### src/rtl/bba_pkg.sv
// Shared types, codes and helpers for the bitmap block allocator.
// Depends on nothing; every rtl file of the block imports it.
package bba_pkg;

    // Word pointer width: at most 8160 blocks are ever managed, so 255 words.
    localparam int WPTR_W = 8;

    localparam logic [31:0] ALL_ONES  = 32'hffff_ffff;
    localparam logic [12:0] COUNT_MAX = 13'd8191;

    // Register reset values
    localparam logic [12:0] TOTAL_RST = 13'd4096;
    localparam logic [11:0] FIRST_RST = 12'd1;

    // Register select (paddr bit 2)
    localparam logic REG_TOTAL = 1'b0;
    localparam logic REG_FIRST = 1'b1;

    // Operation codes
    localparam logic [1:0] OP_ALLOC  = 2'd0;
    localparam logic [1:0] OP_FREE   = 2'd1;
    localparam logic [1:0] OP_FORMAT = 2'd2;
    localparam logic [1:0] OP_NONE   = 2'd3;

    // Status codes
    localparam logic [1:0] STS_OK   = 2'd0;
    localparam logic [1:0] STS_FULL = 2'd1;
    localparam logic [1:0] STS_BAD  = 2'd2;

    typedef struct packed {
        logic [1:0]  op;
        logic [11:0] block_index;
    } t_req;

    typedef struct packed {
        logic [11:0] allocated_block;
        logic [1:0]  status;
        logic [12:0] used_count;
    } t_rsp;

    typedef enum logic {
        S_IDLE,
        S_EXEC
    } t_state;

    // Commands from the control logic to the map memory
    typedef struct packed {
        logic              rd_en;
        logic [WPTR_W-1:0] rd_word;
        logic              wr_en;
        logic [WPTR_W-1:0] wr_word;
        logic [31:0]       wr_data;
        logic              clr_all;
        logic [WPTR_W-1:0] fmt_word;
        logic [31:0]       fmt_mask;
    } t_map_cmd;

    // Position of the highest clear bit (caller checks the word is not full)
    function automatic logic [4:0] hi_clear(input logic [31:0] bits);
        logic [4:0] pos;
        pos = '0;
        for (int b = 0; b < 32; b++) begin
            if (!bits[b]) begin
                pos = 5'(b);
            end
        end
        return pos;
    endfunction

endpackage

### src/rtl/bba_map.sv
// Usage map storage: one synchronous RAM of 32-bit words, registered read.
// Per-word valid flags let format skip a clearing pass; depends on bba_pkg.
module bba_map #(
    parameter int WORDS = 128
) (
    input  logic              i_clk,
    input  logic              i_rst_n,
    input  bba_pkg::t_map_cmd i_cmd,
    output logic [31:0]       o_rdata
);
    import bba_pkg::*;

    // Never more than 255 words are addressed
    localparam int MEM_WORDS = (WORDS > 256) ? 256 : WORDS;
    localparam int MA        = $clog2(MEM_WORDS);

    logic [31:0]          r_mem [MEM_WORDS];
    logic [MEM_WORDS-1:0] r_vld;
    logic [WPTR_W-1:0]    r_fmt_word;
    logic [31:0]          r_fmt_mask;
    logic [31:0]          r_q;
    logic                 r_hit;
    logic [31:0]          r_dflt;

    logic [MA-1:0] rd_a;
    logic [MA-1:0] wr_a;

    assign rd_a = i_cmd.rd_word[MA-1:0];
    assign wr_a = i_cmd.wr_word[MA-1:0];

    // RAM array
    always_ff @(posedge i_clk) begin
        if (i_cmd.wr_en) begin
            r_mem[wr_a] <= i_cmd.wr_data;
        end
        if (i_cmd.rd_en) begin
            r_q <= r_mem[rd_a];
        end
    end

    // Valid flags and the formatted content of the reserved word
    always_ff @(posedge i_clk) begin
        if (!i_rst_n) begin
            r_vld      <= '0;
            r_fmt_word <= '0;
            r_fmt_mask <= 32'd1;
        end else if (i_cmd.clr_all) begin
            r_vld      <= '0;
            r_fmt_word <= i_cmd.fmt_word;
            r_fmt_mask <= i_cmd.fmt_mask;
        end else if (i_cmd.wr_en) begin
            r_vld[wr_a] <= 1'b1;
        end
    end

    // Read side: select stored word or its formatted value
    always_ff @(posedge i_clk) begin
        if (i_cmd.rd_en) begin
            r_hit  <= r_vld[rd_a];
            r_dflt <= (i_cmd.rd_word == r_fmt_word) ? r_fmt_mask : '0;
        end
    end

    assign o_rdata = r_hit ? r_q : r_dflt;

endmodule

### config.mk
export PLATFORM = sky130hd
export DESIGN_NAME = bba_map
export DESIGN_NICKNAME = d
export VERILOG_FILES = /design/src/rtl/bba_pkg.sv /design/src/rtl/bba_map.sv
export SDC_FILE = /design/constraint.sdc
export NUM_CORES = 2
export LEC_CHECK = 0
export BUFFER_PORTS_ARGS = -buffer_cell sky130_fd_sc_hd__buf_2
export CAP_MARGIN = 20
export CELL_PAD_IN_SITES_DETAIL_PLACEMENT = 0
export CELL_PAD_IN_SITES_GLOBAL_PLACEMENT = 1
export CORE_MARGIN = 5
export CORE_UTILIZATION = 50
export DETAILED_ROUTE_END_ITERATION = 7
export PLACE_DENSITY = 0.73
export SYNTH_ARGS = -nofsm -noshare
export SYNTH_HDL_FRONTEND = slang
export SYNTH_SLANG_ARGS = --single-unit
### constraint.sdc
create_clock -name i_clk -period 4.65 [get_ports i_clk]
set_input_delay 0.465 -clock i_clk [delete_from_list [all_inputs] [get_ports i_clk]]
set_output_delay 0.465 -clock i_clk [all_outputs]
set_load 0.01 [all_outputs]
Word-level counts from Yosys, hierarchy flattened
Memories as Yosys holds them, arrays and structs flattened. A register that Yosys moved wholly into a read port is not among the register bits.
Index checks and enable logic that the tools add are counted.

storage, ports and cells
  register bits after elaboration = 201
  latch bits = 0
  memory bits (writable) = 4096
  bits in read-only memories = 0
  bits of input ports = 93
  output and inout port bits = 32
  logic and storage cells = 21
  memories kept = 1

operators by class
  add/sub/neg operators = 0
  multipliers = 0
  divide/modulo/power cells = 0
  magnitude comparators = 3
  equal/unequal tests = 1
  shift operators = 0
  mux-type cells = 7
  bitwise logic cells = 2
  reduce and logical (&&, ||, !) cells = 2

memory list
  memory  depth  width  rd ports  clocked after Yosys merged registers in  write ports  line           text
  r_mem   128    32     1         1                                        1            bba_map.sv:17  logic [31:0] r_mem [MEM_WORDS];

operators with widths
  cell                                                        count
  OR 128 bit                                                  1
  2-to-1 mux 32 bit                                           1
  less-than comparator 7 x 8 -> 1 bit, second input constant  2
  equality test 8 bit                                         1
  binary-select mux 1 bit (select 7 bit)                      1
  demux 1 bit (select 7 bit)                                  1
  >= comparator 7 x 1 -> 1 bit, second input constant         1
  2-to-1 mux 1 bit                                            4
  OR reduction 2 bit                                          1
  logical AND 1 bit                                           1
  inverter 1 bit                                              1

Depth between registers and ports, before layout
  depth in word-level cells = 5
  mapped depth = 9
  mapped depth without buffers = 4

Worst setup path before layout
OpenSTA, ideal clock, no wires.

  path kind = input to register
  start = input i_cmd[74] in the netlist's numbering
  end = memory r_mem[26][0], enable pin
  setup time = 0.423 ns
  data arrival time = 2.962 ns
  data required time = 4.227 ns
  path slack = 1.265 ns
  stages on the path = 5
  buffers on the path = 2
  path through = clkbuf_1 > or3b_1 > or2_1 > clkbuf_1 > nor2_1

RTL lines
  element             line           text
  start: declaration  bba_map.sv:8   input bba_pkg::t_map_cmd i_cmd,
  end: declaration    bba_map.sv:17

No word-level cell before the write port.

Worst setup path in the final report
  start = register r_hit
  end = output o_rdata[4]

on the way
  longest elaborated chain between the ends = 1

ends and longest elaborated chain
  element                   line           text
  start: declaration        bba_map.sv:22  logic r_hit;
  start signal: assignment  bba_map.sv:59  r_hit <= r_vld[rd_a];
  2-to-1 mux 32 bit         bba_map.sv:64  assign o_rdata = r_hit ? r_q : r_dflt;
  end: declaration          bba_map.sv:9   output logic [31:0] o_rdata

No other way between the ends.

==> results.json <==
{
  "drt.antenna.violating_nets": 0,
  "grt_use_total_pct": 23.4,
  "hp-start": "i_cmd[52]",
  "cts_tree": "built",
  "r2r-end": "r_q[30]",
  "min_period_ps": 3410,
  "worstPathMaxFanout": 22,
  "post-dp-hpwl_um": 224000,
  "num_rows": 210,
  "die_h_um": 583,
  "fmax_mhz": 293,
  "worstSetupPathType": "register to output port",
  "vias": 74800,
  "min_path_type": "primary input to register",
  "reg2reg_from": "r_mem[82][30]",
  "rsz0062_at_grt": "false",
  "drive_gt1_share_pct": 34.8,
  "worst_pin_slew_ps": 1120,
  "drc": 0,
  "r2r_cells": 4,
  "nNetsFinal": 7203,
  "required_ps": 4180,
  "ir_worst_vdd_mv": 0.337,
  "ys.flop_type": "edfxtp_1",
  "critPathMaxStageDelay_ps": 980,
  "clock-sinks": 4329,
  "ys_async_sr_fraction_pct": 0,
  "max_cap_violations": 0,
  "gp_congestion": 0.839,
  "final.setup_skew_ps": 33.4,
  "r2r_slack_ps": 1890,
  "seq_area_frac_synth_pct": 78.1,
  "slew_headroom_pct": 25.5,
  "report.final.slew_viol_count": 0,
  "hold_violations": 0,
  "wl_per_cell_um": 33.7,
  "finalCritPeriodShare_pct": 73.4,
  "cts_resized": 0,
  "crit_chain": "buf_4 -> mux2_1 -> buf_2",
  "dieWidth_um": 583,
  "cts_root_buffer": "clkbuf_16",
  "grt_max_degree": 129,
  "power_density_nw_per_um2": 427,
  "fin_setup_tns_ps": 0,
  "min_path_cells": 1,
  "synth_area_sq_um": 164000,
  "cp_slowest_cell": "edfxtp_1",
  "clk_pin_slew_ps": 60,
  "pin_count": 125,
  "synth.distinct_cells": 25,
  "initial_core_util_pct": 50.2,
  "postRouteWirelength_um": 399000,
  "cts_made_buffers": 414,
  "avgSynthCellArea_sq_um": 25.1,
  "grt_overflow": 0,
  "syn_inst": 6559,
  "antenna_found_initial": 62,
  "numPortBuffers": 123,
  "synth_edf_count": 4161,
  "endpoint_kind": "output port",
  "status": "completed",
  "hold_end": "r_mem[22][11]",
  "area_growth_pct": 13.9,
  "core_sq_um": 327000,
  "worst_setup_path_start_kind": "register",
  "first_iter_violations": 9942,
  "first_pass_iters": 6,
  "cellLeakagePower_nw": 58.0,
  "via_per_inst": 6.32,
  "ys_warn_count": 0,
  "cp.arrival_ps": 2950,
  "grt_pass1_vias": 75700,
  "fill_cells": 23100,
  "synth_fp_nets": 6652,
  "setup_viol": 0,
  "grt_pass1_wl_um": 565000,
  "clk_latency_ps": 910,
  "yosys_register_bits": 4329,
  "ctsHtreeMaxLevel": 5,
  "dieArea_sq_um": 340000,
  "clockBufferDepth": 4,
  "holdWs_ps": 114
}
==> state kept, by name, summed over array words and instances, names as in the netlist <==
name        count
r_dflt         32
r_fmt_word      8
r_fmt_mask     32
r_vld         128
r_mem        4096
r_q            32
r_hit           1
==> critical path: cells and delay by family (launching register included) <==
family	cells	cell delay, ps
multiplexers	1	410
flip-flops	1	980
buffers and inverters	2	630
==> report_power, final <==
| part | leakage (nW) | internal [mW] | total [mW] | switching [mW] |
|---|---|---|---|---|
| sequential | 38.8 | 42.9 | 43.0 | 0.0836 |
| clock | 6.45 | 18.8 | 32.8 | 14.0 |
| combinational | 12.7 | 1.66 | 4.12 | 2.46 |
==> kinds of logic after synthesis <==
kind of cell	Yosys count	synth area share, %
xor+xnor	8	0.0426
simple gates	244	0.714
flops	4329	78.1
buf+inv	359	0.889
mux	1491	19.7
compound gates	128	0.585
==> Yosys cell counts (all sizes together), types with 3 or more instances <==
master / instances / area [sq um]
edfxtp: 4161 / 125000
clkbuf: 237 / 890
nand2: 10 / 37.5
nand3b: 3 / 22.5
mux2i: 40 / 400
mux4: 1386 / 31200
dfxtp: 168 / 3360
xnor2: 8 / 70.1
nor2: 132 / 495
nand4: 4 / 25.0
nand3: 8 / 40.0
o21a: 128 / 961
buf: 121 / 567
nor2b: 44 / 275
and2: 32 / 200
mux2: 65 / 732
or2: 6 / 37.5
==> how the worst max path moves through the flow <==
stage	from	end
finish	r_hit	o_rdata[4]
global route	r_hit	o_rdata[9]
CTS	r_hit	o_rdata[3]
detailed placement	i_cmd[82]	r_q[25]
global placement	i_cmd[82]	r_q[25]
floorplan	i_cmd[74]	r_mem[26][0]
==> cell usage in the layout, fill, tap and decap left out, types with 2 or more instances in the layout <==
cell type | netlist | layout
nor2b_1 | 44 | 43
nand4_1 | 4 | 4
nor2_4 | 0 | 129
clkinv_2 | 0 | 83
buf_12 | 0 | 82
bufinv_16 | 0 | 33
nand3b_1 | 3 | 3
clkbuf_16 | 0 | 425
clkinvlp_4 | 0 | 12
diode_2 | 0 | 40
nand2_1 | 10 | 10
clkinv_1 | 0 | 75
mux2_2 | 35 | 35
clkinv_8 | 0 | 5
mux4_2 | 1386 | 1386
clkbuf_1 | 237 | 102
or3b_1 | 2 | 2
and2_1 | 32 | 32
buf_2 | 84 | 84
clkbuf_8 | 0 | 13
buf_4 | 0 | 281
or2_2 | 0 | 6
mux2_1 | 30 | 30
nand3_1 | 8 | 7
inv_6 | 0 | 6
buf_8 | 0 | 3
o21a_1 | 128 | 128
xnor2_1 | 8 | 8
dfxtp_1 | 168 | 168
dlygate4sd3_1 | 0 | 41
nor2_1 | 132 | 3
clkinv_4 | 0 | 4
mux2i_1 | 40 | 40
edfxtp_1 | 4161 | 4161
==> through the flow <==
stage                     std cells  total power [mW]  utilization, %  cell area (sq um)  worst slack [ps]
after global routing          11800              82.3            57.2             187000              1190
after detailed placement      11000              47.9            53.0             174000               757
after CTS                     11800              80.5            57.1             187000              1130
final                         11800              79.9            57.2             187000              1240
after floorplan                6559              45.9               -             164000              1270
after global placement        11000              47.8            53.0             174000               777
==> cell type report <==
class	instances	area, sq um	area share [%]
Antenna cell	40	100	0.0535
Clock buffer	540	11200	5.98
Clock inverter	220	1970	1.05
Inverter	1	3.75	0.00200
Multi-Input combinational cell	1871	35500	19.0
Sequential cell	4329	128000	68.5
Tap cell	4346	5440	2.90
Timing Repair Buffer	493	4670	2.49
==> routing by layer <==
layer	track usage, %	vias up	wire (um)
met1	33.5	40900	155000
li1	-	29600	-
met4	7.01	4	12200
met3	4.98	554	38700
met5	0	-	27
met2	36.9	3715	193000
==> repair_timing <==
action,4_1_cts,5_1_grt
buffers inserted,0,0
hold buffers,40,1
endpoints found under the hold margin,40,16
(Power assumes the default switching activity.)
